--- src/rtl/rvd_pkg.sv ---
// ---------------------------------------------------------------------------
// RV64I decoder package
// Opcodes, function codes, operation numbers, format codes and the decoded
// instruction record shared by the decoder core and the top level.
// ---------------------------------------------------------------------------
package rvd_pkg;

  localparam int unsigned InstrWidth = 32;
  localparam int unsigned ImmWidth   = 32;
  localparam int unsigned RegIdxW    = 5;
  localparam int unsigned OpKindW    = 6;
  localparam int unsigned FormatW    = 3;

  // Major opcodes.
  localparam logic [6:0] OPC_LOAD    = 7'd3;
  localparam logic [6:0] OPC_OPIMM   = 7'd19;
  localparam logic [6:0] OPC_AUIPC   = 7'd23;
  localparam logic [6:0] OPC_OPIMM32 = 7'd27;
  localparam logic [6:0] OPC_STORE   = 7'd35;
  localparam logic [6:0] OPC_OP      = 7'd51;
  localparam logic [6:0] OPC_LUI     = 7'd55;
  localparam logic [6:0] OPC_OP32    = 7'd59;
  localparam logic [6:0] OPC_BRANCH  = 7'd99;
  localparam logic [6:0] OPC_JALR    = 7'd103;
  localparam logic [6:0] OPC_JAL     = 7'd111;

  // Function codes.
  localparam logic [2:0] F3_ADD  = 3'd0;
  localparam logic [2:0] F3_SLL  = 3'd1;
  localparam logic [2:0] F3_SLT  = 3'd2;
  localparam logic [2:0] F3_SLTU = 3'd3;
  localparam logic [2:0] F3_XOR  = 3'd4;
  localparam logic [2:0] F3_SR   = 3'd5;
  localparam logic [2:0] F3_OR   = 3'd6;
  localparam logic [2:0] F3_AND  = 3'd7;
  localparam logic [2:0] F3_BEQ  = 3'd0;
  localparam logic [2:0] F3_BNE  = 3'd1;
  localparam logic [2:0] F3_BLT  = 3'd4;
  localparam logic [2:0] F3_BGE  = 3'd5;
  localparam logic [2:0] F3_BLTU = 3'd6;
  localparam logic [2:0] F3_BGEU = 3'd7;
  localparam logic [2:0] F3_LOAD_BAD = 3'd7;
  localparam logic [6:0] F7_BASE = 7'd0;
  localparam logic [6:0] F7_ALT  = 7'd32;
  localparam logic [5:0] F6_BASE = 6'd0;
  localparam logic [5:0] F6_ALT  = 6'd16;

  // Encoding formats.
  localparam logic [FormatW-1:0] FMT_R = 3'd0;
  localparam logic [FormatW-1:0] FMT_I = 3'd1;
  localparam logic [FormatW-1:0] FMT_S = 3'd2;
  localparam logic [FormatW-1:0] FMT_B = 3'd3;
  localparam logic [FormatW-1:0] FMT_U = 3'd4;
  localparam logic [FormatW-1:0] FMT_J = 3'd5;

  // Dense operation numbers.
  localparam logic [OpKindW-1:0] K_LB    = 6'd0;
  localparam logic [OpKindW-1:0] K_ADDI  = 6'd7;
  localparam logic [OpKindW-1:0] K_SLLI  = 6'd8;
  localparam logic [OpKindW-1:0] K_SLTI  = 6'd9;
  localparam logic [OpKindW-1:0] K_SLTIU = 6'd10;
  localparam logic [OpKindW-1:0] K_XORI  = 6'd11;
  localparam logic [OpKindW-1:0] K_SRLI  = 6'd12;
  localparam logic [OpKindW-1:0] K_SRAI  = 6'd13;
  localparam logic [OpKindW-1:0] K_ORI   = 6'd14;
  localparam logic [OpKindW-1:0] K_ANDI  = 6'd15;
  localparam logic [OpKindW-1:0] K_LUI   = 6'd16;
  localparam logic [OpKindW-1:0] K_AUIPC = 6'd17;
  localparam logic [OpKindW-1:0] K_ADDIW = 6'd18;
  localparam logic [OpKindW-1:0] K_SLLIW = 6'd19;
  localparam logic [OpKindW-1:0] K_SRLIW = 6'd20;
  localparam logic [OpKindW-1:0] K_SRAIW = 6'd21;
  localparam logic [OpKindW-1:0] K_SB    = 6'd22;
  localparam logic [OpKindW-1:0] K_ADD   = 6'd26;
  localparam logic [OpKindW-1:0] K_SUB   = 6'd27;
  localparam logic [OpKindW-1:0] K_SLL   = 6'd28;
  localparam logic [OpKindW-1:0] K_SLT   = 6'd29;
  localparam logic [OpKindW-1:0] K_SLTU  = 6'd30;
  localparam logic [OpKindW-1:0] K_XOR   = 6'd31;
  localparam logic [OpKindW-1:0] K_SRL   = 6'd32;
  localparam logic [OpKindW-1:0] K_SRA   = 6'd33;
  localparam logic [OpKindW-1:0] K_OR    = 6'd34;
  localparam logic [OpKindW-1:0] K_AND   = 6'd35;
  localparam logic [OpKindW-1:0] K_ADDW  = 6'd36;
  localparam logic [OpKindW-1:0] K_SUBW  = 6'd37;
  localparam logic [OpKindW-1:0] K_SLLW  = 6'd38;
  localparam logic [OpKindW-1:0] K_SRLW  = 6'd39;
  localparam logic [OpKindW-1:0] K_SRAW  = 6'd40;
  localparam logic [OpKindW-1:0] K_BEQ   = 6'd41;
  localparam logic [OpKindW-1:0] K_BNE   = 6'd42;
  localparam logic [OpKindW-1:0] K_BLT   = 6'd43;
  localparam logic [OpKindW-1:0] K_BGE   = 6'd44;
  localparam logic [OpKindW-1:0] K_BLTU  = 6'd45;
  localparam logic [OpKindW-1:0] K_BGEU  = 6'd46;
  localparam logic [OpKindW-1:0] K_JALR  = 6'd47;
  localparam logic [OpKindW-1:0] K_JAL   = 6'd48;
  localparam logic [OpKindW-1:0] K_LAST  = K_JAL;

  typedef struct packed {
    logic                legal;
    logic [OpKindW-1:0]  op_kind;
    logic [FormatW-1:0]  format;
    logic [RegIdxW-1:0]  src1_index;
    logic [RegIdxW-1:0]  src2_index;
    logic [RegIdxW-1:0]  dest_index;
    logic                uses_src1;
    logic                uses_src2;
    logic                writes_dest;
    logic [ImmWidth-1:0] immediate;
  } dec_t;

endpackage

--- src/rtl/rv64i_instruction_decoder_unit.sv ---
// ---------------------------------------------------------------------------
// RV64I instruction decoder unit
// Two-register streaming decoder for the 49 RV64I base operations.
// ---------------------------------------------------------------------------
// Each request on the in_ channel carries one 32-bit instruction word and
// produces exactly one decoded result on the out_ channel, in order. The word
// is captured in an input register, decoded by a single level of
// combinational logic, and the result is captured in an output register.
// Throughput is one instruction per cycle while the output is not stalled:
// in_tready stays high as long as the decode stage is empty or the output
// register is free or is being drained in the same cycle, and a stalled
// output holds both registers in place without losing or repeating a
// request. Illegal encodings are not dropped; they are returned with the
// legal flag low and op_kind, format, the use flags and the immediate all
// zero, while the register index fields still carry the raw instruction
// bits. The write flag is set even when the destination is x0. There is no
// configuration and no state beyond the two pipeline registers.
module rv64i_instruction_decoder_unit (
  input  logic        clk,
  input  logic        rst_n,
  // in_tdata: instr_word[31:0]
  input  logic [31:0] in_tdata,
  input  logic        in_tvalid,
  output logic        in_tready,
  // out_tdata: src1_index[4:0], src2_index[9:5], dest_index[14:10],
  //   uses_src1[15], uses_src2[16], writes_dest[17], immediate[49:18],
  //   zero fill[55:50]
  output logic [55:0] out_tdata,
  // out_tuser: legal[0], op_kind[6:1], format[9:7]
  output logic [9:0]  out_tuser,
  output logic        out_tvalid,
  input  logic        out_tready
);
  import rvd_pkg::*;

  logic                  s1_valid_r, s1_valid_nxt;
  logic [InstrWidth-1:0] s1_instr_r;
  logic                  out_valid_r, out_valid_nxt;
  dec_t                  out_dec_r;
  dec_t                  dec;
  logic                  in_fire;
  logic                  s1_adv;

  // The decode stage moves forward when the output register is empty or is
  // being read in this cycle.
  assign s1_adv    = !out_valid_r || out_tready;
  assign in_tready = !s1_valid_r || s1_adv;
  assign in_fire   = in_tvalid && in_tready;

  rvd_decode u_decode (
    .instr (s1_instr_r),
    .dec   (dec)
  );

  always_comb begin
    s1_valid_nxt  = s1_valid_r;
    out_valid_nxt = out_valid_r;
    if (s1_adv) begin
      out_valid_nxt = s1_valid_r;
    end
    if (in_tready) begin
      s1_valid_nxt = in_tvalid;
    end
  end

  always_ff @(posedge clk) begin
    if (!rst_n) begin
      s1_valid_r  <= 1'b0;
      out_valid_r <= 1'b0;
    end else begin
      s1_valid_r  <= s1_valid_nxt;
      out_valid_r <= out_valid_nxt;
    end
  end

  always_ff @(posedge clk) begin
    if (in_fire) begin
      s1_instr_r <= in_tdata;
    end
    if (s1_adv && s1_valid_r) begin
      out_dec_r <= dec;
    end
  end

  assign out_tvalid = out_valid_r;
  assign out_tuser  = {out_dec_r.format, out_dec_r.op_kind, out_dec_r.legal};
  assign out_tdata  = {6'b0, out_dec_r.immediate, out_dec_r.writes_dest,
                       out_dec_r.uses_src2, out_dec_r.uses_src1,
                       out_dec_r.dest_index, out_dec_r.src2_index,
                       out_dec_r.src1_index};

`ifndef SYNTHESIS
  // An illegal result carries no decode information.
  a_illegal_zero: assert property (@(posedge clk) disable iff (!rst_n)
    (out_valid_r && !out_dec_r.legal) |->
      (out_dec_r.op_kind == K_LB && out_dec_r.format == FMT_R &&
       out_dec_r.immediate == '0 && !out_dec_r.uses_src1 &&
       !out_dec_r.uses_src2 && !out_dec_r.writes_dest))
    else $error("illegal result carries nonzero decode fields");

  // Legal results stay within the defined operation numbers and formats.
  a_kind_range: assert property (@(posedge clk) disable iff (!rst_n)
    (out_valid_r && out_dec_r.legal) |->
      (out_dec_r.op_kind <= K_LAST && out_dec_r.format <= FMT_J))
    else $error("operation number or format out of range");

  // Upper-immediate and jump formats never read a source register.
  a_uj_no_src: assert property (@(posedge clk) disable iff (!rst_n)
    (out_valid_r && (out_dec_r.format == FMT_U || out_dec_r.format == FMT_J)) |->
      (!out_dec_r.uses_src1 && !out_dec_r.uses_src2))
    else $error("U or J format marked as reading a source");

  // An accepted request always lands in the decode stage.
  a_in_capture: assert property (@(posedge clk) disable iff (!rst_n)
    in_fire |=> (s1_valid_r && s1_instr_r == $past(in_tdata)))
    else $error("accepted request not captured");

  // A blocked decode stage keeps its instruction.
  a_s1_hold: assert property (@(posedge clk) disable iff (!rst_n)
    (s1_valid_r && !s1_adv) |=> (s1_valid_r && $stable(s1_instr_r)))
    else $error("decode stage lost its instruction while stalled");
`endif

endmodule

--- src/rtl/rvd_decode.sv ---
// ---------------------------------------------------------------------------
// RV64I decoder core
// Combinational decode of one registered instruction word into a dec_t record.
// ---------------------------------------------------------------------------
module rvd_decode (
  input  logic [rvd_pkg::InstrWidth-1:0] instr,
  output rvd_pkg::dec_t                  dec
);
  import rvd_pkg::*;

  logic [6:0]          opc;
  logic [2:0]          f3;
  logic [6:0]          f7;
  logic [5:0]          f6;
  logic [ImmWidth-1:0] imm_i, imm_s, imm_b, imm_u, imm_j, sh6, sh5;
  logic                legal;
  logic [OpKindW-1:0]  kind;
  logic [FormatW-1:0]  fmt;
  logic [ImmWidth-1:0] imm;

  assign opc = instr[6:0];
  assign f3  = instr[14:12];
  assign f7  = instr[31:25];
  assign f6  = instr[31:26];

  assign imm_i = {{20{instr[31]}}, instr[31:20]};
  assign imm_s = {{20{instr[31]}}, instr[31:25], instr[11:7]};
  assign imm_b = {{19{instr[31]}}, instr[31], instr[7], instr[30:25], instr[11:8], 1'b0};
  assign imm_u = {instr[31:12], 12'b0};
  assign imm_j = {{11{instr[31]}}, instr[31], instr[19:12], instr[20], instr[30:21], 1'b0};
  assign sh6   = {26'b0, instr[25:20]};
  assign sh5   = {27'b0, instr[24:20]};

  always_comb begin
    legal = 1'b0;
    kind  = K_LB;
    fmt   = FMT_R;
    imm   = '0;
    unique case (opc)
      OPC_LOAD: begin
        if (f3 != F3_LOAD_BAD) begin
          legal = 1'b1; kind = K_LB + {3'b0, f3}; fmt = FMT_I; imm = imm_i;
        end
      end
      OPC_OPIMM: begin
        legal = 1'b1; fmt = FMT_I; imm = imm_i;
        unique case (f3)
          F3_ADD:  kind = K_ADDI;
          F3_SLT:  kind = K_SLTI;
          F3_SLTU: kind = K_SLTIU;
          F3_XOR:  kind = K_XORI;
          F3_OR:   kind = K_ORI;
          F3_AND:  kind = K_ANDI;
          F3_SLL: begin
            if (f6 == F6_BASE) begin
              kind = K_SLLI; imm = sh6;
            end else begin
              legal = 1'b0;
            end
          end
          default: begin
            // Right shifts: funct6 picks logical or arithmetic.
            if (f6 == F6_BASE) begin
              kind = K_SRLI; imm = sh6;
            end else if (f6 == F6_ALT) begin
              kind = K_SRAI; imm = sh6;
            end else begin
              legal = 1'b0;
            end
          end
        endcase
      end
      OPC_LUI: begin
        legal = 1'b1; kind = K_LUI; fmt = FMT_U; imm = imm_u;
      end
      OPC_AUIPC: begin
        legal = 1'b1; kind = K_AUIPC; fmt = FMT_U; imm = imm_u;
      end
      OPC_OPIMM32: begin
        fmt = FMT_I;
        if (f3 == F3_ADD) begin
          legal = 1'b1; kind = K_ADDIW; imm = imm_i;
        end else if (f3 == F3_SLL && f7 == F7_BASE) begin
          legal = 1'b1; kind = K_SLLIW; imm = sh5;
        end else if (f3 == F3_SR && f7 == F7_BASE) begin
          legal = 1'b1; kind = K_SRLIW; imm = sh5;
        end else if (f3 == F3_SR && f7 == F7_ALT) begin
          legal = 1'b1; kind = K_SRAIW; imm = sh5;
        end
      end
      OPC_STORE: begin
        if (!f3[2]) begin
          legal = 1'b1; kind = K_SB + {4'b0, f3[1:0]}; fmt = FMT_S; imm = imm_s;
        end
      end
      OPC_OP: begin
        fmt = FMT_R;
        if (f7 == F7_BASE) begin
          legal = 1'b1;
          unique case (f3)
            F3_ADD:  kind = K_ADD;
            F3_SLL:  kind = K_SLL;
            F3_SLT:  kind = K_SLT;
            F3_SLTU: kind = K_SLTU;
            F3_XOR:  kind = K_XOR;
            F3_SR:   kind = K_SRL;
            F3_OR:   kind = K_OR;
            default: kind = K_AND;
          endcase
        end else if (f7 == F7_ALT && f3 == F3_ADD) begin
          legal = 1'b1; kind = K_SUB;
        end else if (f7 == F7_ALT && f3 == F3_SR) begin
          legal = 1'b1; kind = K_SRA;
        end
      end
      OPC_OP32: begin
        fmt = FMT_R;
        if (f7 == F7_BASE && f3 == F3_ADD) begin
          legal = 1'b1; kind = K_ADDW;
        end else if (f7 == F7_ALT && f3 == F3_ADD) begin
          legal = 1'b1; kind = K_SUBW;
        end else if (f7 == F7_BASE && f3 == F3_SLL) begin
          legal = 1'b1; kind = K_SLLW;
        end else if (f7 == F7_BASE && f3 == F3_SR) begin
          legal = 1'b1; kind = K_SRLW;
        end else if (f7 == F7_ALT && f3 == F3_SR) begin
          legal = 1'b1; kind = K_SRAW;
        end
      end
      OPC_BRANCH: begin
        legal = 1'b1; fmt = FMT_B; imm = imm_b;
        unique case (f3)
          F3_BEQ:  kind = K_BEQ;
          F3_BNE:  kind = K_BNE;
          F3_BLT:  kind = K_BLT;
          F3_BGE:  kind = K_BGE;
          F3_BLTU: kind = K_BLTU;
          F3_BGEU: kind = K_BGEU;
          default: legal = 1'b0;
        endcase
      end
      OPC_JALR: begin
        if (f3 == F3_ADD) begin
          legal = 1'b1; kind = K_JALR; fmt = FMT_I; imm = imm_i;
        end
      end
      OPC_JAL: begin
        legal = 1'b1; kind = K_JAL; fmt = FMT_J; imm = imm_j;
      end
      default: legal = 1'b0;
    endcase

    // An illegal word reports zero op_kind, format and immediate.
    if (!legal) begin
      kind = K_LB;
      fmt  = FMT_R;
      imm  = '0;
    end
  end

  always_comb begin
    dec.legal       = legal;
    dec.op_kind     = kind;
    dec.format      = fmt;
    dec.src1_index  = instr[19:15];
    dec.src2_index  = instr[24:20];
    dec.dest_index  = instr[11:7];
    dec.uses_src1   = legal && fmt != FMT_U && fmt != FMT_J;
    dec.uses_src2   = legal && (fmt == FMT_R || fmt == FMT_S || fmt == FMT_B);
    dec.writes_dest = legal && fmt != FMT_S && fmt != FMT_B;
    dec.immediate   = imm;
  end

endmodule
--- config.mk ---
export PLATFORM = sky130hd
export DESIGN_NAME = rv64i_instruction_decoder_unit
export DESIGN_NICKNAME = d
export VERILOG_FILES = /design/src/rtl/rvd_pkg.sv /design/src/rtl/rv64i_instruction_decoder_unit.sv /design/src/rtl/rvd_decode.sv
export SDC_FILE = /design/constraint.sdc
export NUM_CORES = 1
export LEC_CHECK = 0
export BUFFER_PORTS_ARGS = -buffer_cell sky130_fd_sc_hd__buf_2
export CORE_MARGIN = 2
export CORE_UTILIZATION = 40
export CTS_BUF_LIST = sky130_fd_sc_hd__clkbuf_4 sky130_fd_sc_hd__clkbuf_8
export CTS_CLUSTER_SIZE = 24
export DETAILED_ROUTE_END_ITERATION = 8
export PLACE_DENSITY = 0.65
export SYNTH_ARGS = -nofsm -noshare
export SYNTH_HDL_FRONTEND = slang
export SYNTH_SLANG_ARGS = --single-unit
--- constraint.sdc ---
create_clock -name clk -period 12.31 [get_ports clk]
set_input_delay 2.462 -clock clk [delete_from_list [all_inputs] [get_ports clk]]
set_output_delay 2.462 -clock clk [all_outputs]
set_load 0.005 [all_outputs]
==> metrics.md, run 1 <==
| Metric | Value |
|---|---|
| Syn. warnings | 0 |
| P&R area growth vs syn | 19.0% |
| Antenna violations before repair | 0 |
| Starting Density | 41.1% |
| Routed wire per std cell | 16.1 um |
| CTS tree | done |
| Synth area leader | edfxtp_1 |
| Most frequent cells after synthesis | edfxtp_1, nand2_1, nor2_1, clkbuf_1, a21oi_1 |
| # hold bufs at CTS | 0 |
| Worst-Margin Slew | around 1200 ps |
| DIE HEIGHT | 107 um |
| CTS resizes | 0 |
| Worst Setup Path Type | input pin to output port |
| Slowest-stage cell, CP | nor2b_1 |
| Mapped Area | 4220 um^2 |
| DRT iter0 DRCs | 234 |
| Leakage power | 1.92 nW |
| Final Hold Fails | 0 |
| Power Dens Cells | 125 nW/um^2 |
| Number of synthesized flops with an enable pin | 92 |
| Setup crit start kind | input pin |
| Crit-path cells | buf_2, nor2b_1, nand2_1, buf_2 |
| Worst-path maximum fanout | 4 |
| Register area share after synthesis | between 60% and 70% |
| Final setup margin | slightly below 7000 ps |
| Dpl hpwl | 6.54 mm |
| DR vias/cell | 5.28 |
| Cell repeated most along the worst path | buf_2 |
| RSZ-0062 raised after global routing | false |
| Fmax | 179 MHz |
| Nets | 480 |
| Most numerous cell in the Yosys netlist | edfxtp_1 |
| Final RePlAce weighted congestion | slightly below 0.9 |
| Fin crit share | 45.4% |
| Routed vias | 3087 |
| Antenna diodes | 0 |
| Reg clk slew, reported paths | 110 ps |
| Top cells by area, synth | edfxtp_1, nand2_1, nor2_1 |
| CTS Sinks | between 90 and 100 |
| Worst skew pair latency | 370 ps |
| Top FF cell, synth | edfxtp_1 |
| DRC | 0 |
| Synth Register Bits | 94 |
| Asr flop ratio synth | 0% |
| GRT Total Usage | 16.5% |
| Number of global-route vias before repair | between 2000 and 3000 |
| Share of cells above drive strength 1 | 29.4% |
| Place WS | 6730 ps |
| Htree depth | 3 |
| Clock Skew | 19.9 ps |
| Die area | between 10000 and 15000 um^2 |
| Largest net degree at the start of global routing | 61 |
| Max Slew Vio Count | 0 |
| Reg2Reg Setup Slack | 9060 ps |
| FP Rows | 37 |
| Worst EP required | about 9900 ps |
| CTS Buf Count | 9 |
| Max Buffers Root-to-Sink | 2 |
| First-pass GRT wire length | between 10 and 15 mm |
| Syn Inst Count | 350 |
| Final setup violation count | 0 |
| Routed Wire Length | 9.44 mm |
| Number of max-cap violations | 0 |
| Slowest stage delay, CP | ~300 ps |
| Post-synth cell types | 61 |
| Antenna-violating nets left | 0 |
| I/O Buffers | 97 |
| Die W | ~110 um |
| Hold WC Path Type | register to register |
| Clock root buffer | clkbuf_8 |
| Syn_area_per_cell | 12.1 um^2 |
| Arrival time at the worst endpoint | 3120 ps |
| DR pass1 iterations | 4 |
| Yosys top cell area share | 65.5% |
| Remaining Overflow, GRT | 0 |
| Max VDD drop | 0.0000664 V |
| Setup crit end kind | output port |
| I/O pins | 104 |
| Core ar. | 10300 um^2 |
| Post-CTS Setup Bufs | 0 |
| Status | complete, no violations |
| Tmin final | around 5600 ps |
| Setup TNS | 0 ps |
| Worst slew margin | 22.8% |
==> registers in the layout (all words and copies together) (netlist names) <==
name and cells:
s1_instr_r 32, s1_valid_r 1, out_tvalid 1, out_tuser 10, out_tdata 50
==> path summary, 6_finish.rpt <==
check / end / startpoint / depth (start not counted)
hold reg to reg: out_tdata[11]$_DFFE_PP_ / s1_instr_r[8]$_DFFE_PP_ / 0
hold / removal: out_tdata[11]$_DFFE_PP_ / s1_instr_r[8]$_DFFE_PP_ / 0
setup reg to reg: out_tdata[28]$_SDFFCE_PN0P_ / s1_instr_r[31]$_DFFE_PP_ / 7
setup / recovery: in_tready / out_tready / 4
==> cell type report <==
cell class,count,area (um^2)
tap,136,170
sequential,94,2800
inverter,6,22.5
fill,962,5250
clock inverter,7,75.1
clock buffer,9,124
multi-input combinational,229,1290
timing repair buffer,104,538
==> power breakdown <==
part           internal (mW)  switching [mW]  total (mW)
logic                 0.0183          0.0242      0.0426
clock network         0.0800           0.123       0.203
registers              0.369          0.0130       0.382
==> worst max-delay path, delay by kind of cell <==
family,cells,cell delay [ps]
buffers and inverters,2,240
and+or+nand+nor,2,420
==> layout by cell type (no fill, tap or decap), types with 3 or more instances in the layout <==
cell type and n:
buf_2 97, buf_4 7, nor2_1 40, o21ai_0 10, conb_1 6, nand3_1 9, clkbuf_8 9, inv_8 3
nor3_1 6, nand2_1 53, nand4b_1 4, or3_1 3, a22oi_1 8, inv_1 5, and2_1 3, edfxtp_1 92
nor2b_1 7, a21oi_1 12, o211ai_1 3, nand3b_1 4, nor4_1 5, a31oi_1 7
==> layer usage <==
metal | vias to the layer above | global-route usage [%] | routed length [um]
met4 | 0 | 4.92 | 129
li1 | 1484 | - | -
met3 | 12 | 3.28 | 518
met2 | 127 | 26.9 | 4530
met1 | 1464 | 22.4 | 4260
met5 | - | 0 | 0
==> logic make-up (layout without fill, tap and decap cells) <==
family | count (synthesis) | after routing | share of synthesized area, %
other cells | 1 | 6 | 0.0889
flops | 94 | 94 | 66.4
mux | 1 | 1 | 0.237
simple gates | 157 | 157 | 19.1
xor+xnor | 1 | 1 | 0.208
compound gates | 64 | 64 | 10.4
buf+inv | 32 | 126 | 3.62
==> through the flow <==
stage / instance area, um^2 / total power, mW / hold WS [ps] / cells / util, %
final: 5020 / 0.628 / 447 / 585 / 48.9
after global routing: 5020 / 0.653 / 453 / 585 / 48.9
after CTS: 5020 / 0.633 / 446 / 585 / 48.9
after detailed placement: 4820 / 0.432 / 434 / 569 / 46.9
after global placement: 4820 / 0.432 / 429 / 569 / 46.9
after floorplan: 4240 / 0.411 / 426 / 355 / -
Note: power is estimated with default switching activity, not from simulation.
==> inputs of run 2 (changes only) <==
--- a/config.mk
+++ b/config.mk
@@ -5,13 +5,14 @@
 export SDC_FILE = /design/constraint.sdc
 export NUM_CORES = 1
 export LEC_CHECK = 0
+export ABC_AREA = 1
 export BUFFER_PORTS_ARGS = -buffer_cell sky130_fd_sc_hd__buf_2
 export CORE_MARGIN = 2
 export CORE_UTILIZATION = 40
 export CTS_BUF_LIST = sky130_fd_sc_hd__clkbuf_4 sky130_fd_sc_hd__clkbuf_8
 export CTS_CLUSTER_SIZE = 24
 export DETAILED_ROUTE_END_ITERATION = 8
-export PLACE_DENSITY = 0.65
+export PLACE_DENSITY = 0.67
 export SYNTH_ARGS = -nofsm -noshare
 export SYNTH_HDL_FRONTEND = slang
 export SYNTH_SLANG_ARGS = --single-unit
==> constraint.sdc (replaced) <==
create_clock -name clk -period 4.9 [get_ports clk]
set_input_delay 0.98 -clock clk [delete_from_list [all_inputs] [get_ports clk]]
set_output_delay 0.98 -clock clk [all_outputs]
set_load 0.005 [all_outputs]
==> run 2 against run 1 <==
Die area rose by 6.3%. Via count rose by 5.8%. Critical path type unchanged. Non-clock buffer count is 5 lower. Largest power group unchanged. Flip-flop and latch count stayed put.
==> metrics.md, run 2 <==
| Metric | Value |
|---|---|
| Final Hold Fails | 0 |
| Max Slew Vio Count | 0 |
| Remaining Overflow, GRT | 0 |
| Clock Skew | 9.70 ps |
| WHS Path Cells | 0 |
| DR pass1 iterations | 5 |
| Worst path top cell family by delay | buffers and inverters |
| Slowest-stage cell, CP | buf_2 |
| Nets | roughly 570 |
| Met1 usage | 24.0% |
| DRC | 0 |
| Max VDD drop | 0.000121 V |
| Reg2reg end | out_tdata[20]$_SDFFCE_PN0P_ |
| Worst skew pair latency | approximately 360 ps |
| DIE HEIGHT | 110 um |
| Synth Register Bits | 94 |
| # hold bufs at CTS | 0 |
| Asr flop ratio synth | 0% |
| Most numerous cell in the Yosys netlist | edfxtp_1 |
| Core ar. | 10900 um^2 |
| Overall Power | ~1.5 mW |
| DR vias/cell | a little under 5 |
| Met3 Use GR | 3.00% |
| Most used routing layer | met2 |
| Setup crit end kind | output port |
| Htree depth | 3 |
| Hold WC Path Type | register to register |
| Worst slew margin | 51.1% |
| Fin crit share | 50.3% |
| Setup crit start kind | input pin |
| M2 GR Usage | 26.2% |
| Number of synthesized flops with an enable pin | 92 |
| Reg clk slew, reported paths | 80 ps |
| Clock root buffer | clkbuf_8 |
| Dpl hpwl | 7.31 mm |
| Antenna-violating nets left | 0 |
| Worst EP required | 3920 ps |
| Die W | between 100 and 150 um |
| Fillers | 1003 |
| First-pass GRT wire length | 15.4 mm |
| Top cells by area, synth | edfxtp_1, nand2_1, inv_1 |
| Hold Crit Start | s1_instr_r[19]$_DFFE_PP_ |
| Antenna violations before repair | 0 |
| Max reg flops | 50 |
| Worst-Margin Slew | 734 ps |
| Commonest non-fill, non-tap cell in the layout | buf_2 |
| Routed vias | 3266 |
| Final RePlAce weighted congestion | 0.902 |
| Syn_area_per_cell | 10.4 um^2 |
| Starting Density | 41.3% |
| Routed Wire Length | 9.94 mm |
| Post-synth cell types | 37 |
| Share of cells above drive strength 1 | around 29% |
| FP Rows | 38 |
| Number of global-route vias before repair | roughly 3100 |
| Worst Setup Path Type | input pin to output port |
| Crit-path cells | buf_2, inv_1, nand3_1, buf_2 |
| Final setup violation count | 0 |
| Worst-path maximum fanout | 3 |
| Leakage power | 2.54 nW |
| Worst Hold End | out_tdata[4]$_DFFE_PP_ |
| Largest net degree at the start of global routing | a little over 60 |
| I/O pins | 104 |
| Top FF cell, synth | edfxtp_1 |
| Slowest stage delay, CP | 150 ps |
| CTS tree | done |
| Die area | around 12000 um^2 |
| DRT iter0 DRCs | roughly 300 |
| I/O Buffers | 97 |
| Reg2Reg Setup Slack | approximately 2500 ps |
| Power Dens Cells | 282 nW/um^2 |
| Antenna diodes | 0 |
| Most frequent cells after synthesis | edfxtp_1, nand2_1, inv_1, nor2_1, nand3_1 |
| R2r worst-path depth | 10 |
| CTS Buf Count | 9 |
| Fmax | ~410 MHz |
| Setup TNS | 0 ps |
| Mapped Area | 4500 um^2 |
| Reg2reg start | s1_instr_r[2]$_DFFE_PP_ |
| Cell repeated most along the worst path | buf_2 |
| Synth area leader | edfxtp_1 |
| Yosys top cell area share | approximately three fifths |
| Most frequent cells in the layout | buf_2, edfxtp_1, nand2_1 |
| GRT Total Usage | 17.0% |
| Syn Inst Count | 432 |
| Max Buffers Root-to-Sink | 2 |
| Arrival time at the worst endpoint | between 1000 and 1500 ps |
| Syn. warnings | 0 |
| Register area share after synthesis | 62.3% |
| Routed wire per std cell | 14.7 um |
| CP bufs+invs | 3 |
| Number of max-cap violations | 0 |
| CTS Sinks | 94 |
| P&R area growth vs syn | 16.5% |
| Post-CTS Setup Bufs | 0 |
| Tmin final | between 2000 and 2500 ps |
| Worst Hold Slack | roughly 450 ps |
| CTS resizes | 0 |
| Status | complete, no violations |
| RSZ-0062 raised after global routing | false |
==> run 2: cell types whose count changed in the layout (fill, tap and decap cells not counted), sizes merged, moves of 8 or more <==
cell,previous run,this run
inv,8,79
o21ai,11,19
nand4,2,10
nand3,9,30
nor2b,8,0
a22oi,8,0
nor2,40,55
nand2,53,87
o211ai,4,14
==> run 2: area by class of cell <==
type	instances	area, um^2	area share, %
Sequential cell	94	2800	53.5
Multi-Input combinational cell	249	1300	24.8
Clock buffer	10	131	2.51
Clock inverter	5	25.0	0.478
Tap cell	140	175	3.35
Inverter	80	304	5.81
Timing Repair Buffer	99	500	9.56
==> run 2: worst max-delay path by stage <==
stage,to,cells past startpoint,from
after floorplan,out_tdata[0]$_DFFE_PP_,2,out_tready
after global placement,in_tready,4,out_tready
after detailed placement,in_tready,4,out_tready
after CTS,in_tready,4,out_tready
after global routing,out_tdata[19]$_SDFFCE_PN0P_,10,s1_instr_r[2]$_DFFE_PP_
final,in_tready,4,out_tready
==> run 2: power by group <==
| part | internal [mW] | switching (mW) |
|---|---|---|
| Sequential | 0.918 | 0.0184 |
| Clock | 0.183 | 0.255 |
| Combinational | 0.0342 | 0.0700 |
==> run 2: worst register-to-register path, stage by stage, from the launching register on <==
cell,delay (ps)
edfxtp_1,520
nand2_2,150
nor2_4,60
nand2_2,200
nand2_1,150
nor2_1,170
nand2_1,110
nor2_4,140
nand3_4,370
nand3_1,260
nand2_1,70
==> run 2: cells by family (layout without fill, tap and decap cells) <==
logic type,count (synthesis),after routing,share of synthesized area (%)
AOI/OAI and AO/OA,50,50,7.10
and+or+nand+nor,193,193,21.0
other,1,6,0.0834
buffers and inverters,94,194,9.46
DFF,94,94,62.3
==> run 2: layer usage <==
metal,up-vias,share of wire (%)
li1,1633,-
met1,1501,46
met2,118,46
met3,14,5.3
met4,0,1.9
met5,-,0
==> run 2: per-stage QoR <==
stage          instance area, um^2  std cells  util [%]  setup WS, ps
4_1_cts                       5240        677      48.1          2440
3_3_place_gp                  5080        662      46.7          2480
6_report                      5240        677      48.1          2440
5_1_grt                       5240        677      48.1          2250
3_5_place_dp                  5080        662      46.7          2440
2_1_floorplan                 4510        437         -           461
==> inputs of run 3 (changes only) <==
--- a/config.mk
+++ b/config.mk
@@ -5,7 +5,7 @@
 export SDC_FILE = /design/constraint.sdc
 export NUM_CORES = 1
 export LEC_CHECK = 0
-export ABC_AREA = 1
+export ABC_AREA = 0
 export BUFFER_PORTS_ARGS = -buffer_cell sky130_fd_sc_hd__buf_2
 export CORE_MARGIN = 2
 export CORE_UTILIZATION = 40
==> constraint.sdc (replaced) <==
create_clock -name clk -period 2.09 [get_ports clk]
set_input_delay 0.418 -clock clk [delete_from_list [all_inputs] [get_ports clk]]
set_output_delay 0.418 -clock clk [all_outputs]
set_load 0.005 [all_outputs]
==> run 3 against run 2 <==
The flow now finishes with violations (setup timing). First-iteration DRC count decreased by 35%. Clock power increased to 2.7 times the previous value. Hold slack got worse by 250 ps. Worst setup slack got worse by 2700 ps. Die area decreased by 5.9%. Core utilization increased by 11 points.
==> metrics.md, run 3 (synthesis results as in run 1) <==
| Metric | Value |
|---|---|
| # hold bufs at CTS | 0 |
| Worst-Margin Slew | 887 ps |
| Core ar. | 10300 um^2 |
| Antenna-violating nets left | 0 |
| Die area | 11400 um^2 |
| Placed Cells | 653 |
| Max Buffers Root-to-Sink | 2 |
| Worst slew margin | slightly above 40% |
| Placement Cell Area | around 5500 um^2 |
| Antenna diodes | 0 |
| Crit-path cells | buf_4, or4_4, or4_4, a2bb2oi_2, nand4_4, buf_6, nor2_4, nor2_1 |
| DR vias/cell | 5.11 |
| Antenna violations before repair | 0 |
| Starting Density | around two fifths |
| GRT Total Usage | 20.2% |
| Final setup violation count | between 40 and 50 |
| Worst path top cell family by delay | simple AND/OR/NAND/NOR gates |
| Worst Setup Path Type | register to register |
| Worst skew pair latency | about 380 ps |
| Dpl hpwl | 8.20 mm |
| Worst Hold Slack | roughly 200 ps |
| Die W | 107 um |
| Worst EP required | 2330 ps |
| Final Cell Area | just over 6000 um^2 |
| DRT iter0 DRCs | 194 |
| Remaining Overflow, GRT | 0 |
| Reg clk slew, reported paths | around 110 ps |
| P&R area growth vs syn | 44.2% |
| Worst-path maximum fanout | 10 |
| Hold WC Path Type | input pin to register |
| Power Dens Cells | 633 nW/um^2 |
| Setup TNS | -9280 ps |
| Final Hold Fails | 0 |
| Setup crit start kind | register |
| CTS Buf Count | 9 |
| Slowest stage delay, CP | 530 ps |
| DR pass1 iterations | 5 |
| CTS tree | done |
| DIE HEIGHT | 107 um |
| I/O Buffers | 97 |
| Htree depth | 3 |
| RSZ-0062 raised after global routing | true |
| Max Slew Vio Count | 0 |
| Number of global-route vias before repair | 3358 |
| Largest net degree at the start of global routing | 33 |
| Number of max-cap violations | 0 |
| Fmax | 420 MHz |
| Arrival time at the worst endpoint | 2620 ps |
| Cell repeated most along the worst path | or4_4 |
| Share of cells above drive strength 1 | a little under half |
| Tmin final | between 2000 and 2500 ps |
| Routed wire per std cell | 16.8 um |
| First-pass GRT wire length | 17.5 mm |
| Routed vias | 3502 |
| Nets | 580 |
| Final RePlAce weighted congestion | 0.947 |
| Slowest-stage cell, CP | or4_4 |
| Max reg flops | 50 |
| CP bufs+invs | 2 |
| Setup crit end kind | register |
| CTS Sinks | 94 |
| Max VDD drop | 0.000328 V |
| I/O pins | 104 |
| FP Rows | 37 |
| DRC | 0 |
| Leakage power | 2.52 nW |
| Clock root buffer | clkbuf_8 |
| Final setup margin | -289 ps |
| Final std cells w/o fill | 685 |
| Fin crit share | 114% |
| Status | finished with violations |
| Failing checks | setup timing |
| Routed Wire Length | 11.5 mm |
| Overall Power | 3.85 mW |
| Commonest non-fill, non-tap cell in the layout | buf_2 |
| Most frequent cells in the layout | buf_2, buf_4, edfxtp_1 |
| Fillers | 870 |
| Clock Skew | 21.6 ps |
-- run 3: layout make-up --
cell class	count	area (um^2)	area share, %
tap	136	170	2.80
clock inverter	7	72.6	1.19
sequential	94	2800	46.0
multi-input combinational	231	1580	25.9
inverter	6	22.5	0.370
timing repair buffer	202	1320	21.7
clock buffer	9	124	2.03
-- run 3: path summary, 6_finish.rpt --
path                                          startpoint                     endpoint  slack [ps]  cells after the start
worst min-delay path                        in_tdata[30]     s1_instr_r[30]$_DFFE_PP_         200                      1
worst max-delay path            s1_instr_r[31]$_DFFE_PP_  out_tdata[24]$_SDFFCE_PN0P_        -290                      8
worst max register to register  s1_instr_r[31]$_DFFE_PP_  out_tdata[24]$_SDFFCE_PN0P_        -290                      8
worst min register to register   s1_instr_r[8]$_DFFE_PP_      out_tdata[11]$_DFFE_PP_         460                      0
-- run 3: worst register-to-register path: stages (launching register included) --
cell and delay (ps):
edfxtp_1 410, buf_4 190, or4_4 440, or4_4 530, a2bb2oi_2 170, nand4_4 200
buf_6 130, nor2_4 60, nor2_1 110
-- run 3: timing repair --
| item | CTS | global route |
|---|---|---|
| setup buffers | 6 | 9 |
| cloned | 1 | 1 |
| setup endpoints to repair | 44 | 44 |
| pin swaps | 19 | 22 |
| gates resized for setup | 27 | 31 |
-- run 3: power breakdown --
| group | total [mW] | internal (mW) | leakage, nW | switching (mW) |
|---|---|---|---|---|
| Clock | 1.20 | 0.470 | 0.0970 | 0.732 |
| Sequential | 2.22 | 2.17 | 0.867 | 0.0470 |
| Combinational | 0.433 | 0.208 | 1.56 | 0.225 |
| Total | 3.85 | 2.85 | 2.52 | 1.00 |
-- run 3: metal layers --
metal	up-vias	part of all wire (%)	GRT usage, %
met1	1635	41	25.5
met4	0	3.3	9.74
met2	148	50	33.3
met3	31	5.6	4.01
met5	-	0	0
li1	1688	-	-
-- run 3: metrics by stage --
| stage | utilization [%] | setup WS (ps) |
|---|---|---|
| global placement | 53.3 | -488 |
| CTS | 57.1 | -249 |
| floorplan | - | -237 |
| global route | 59.2 | -387 |
| detailed placement | 53.3 | -523 |
| finish | 59.2 | -289 |
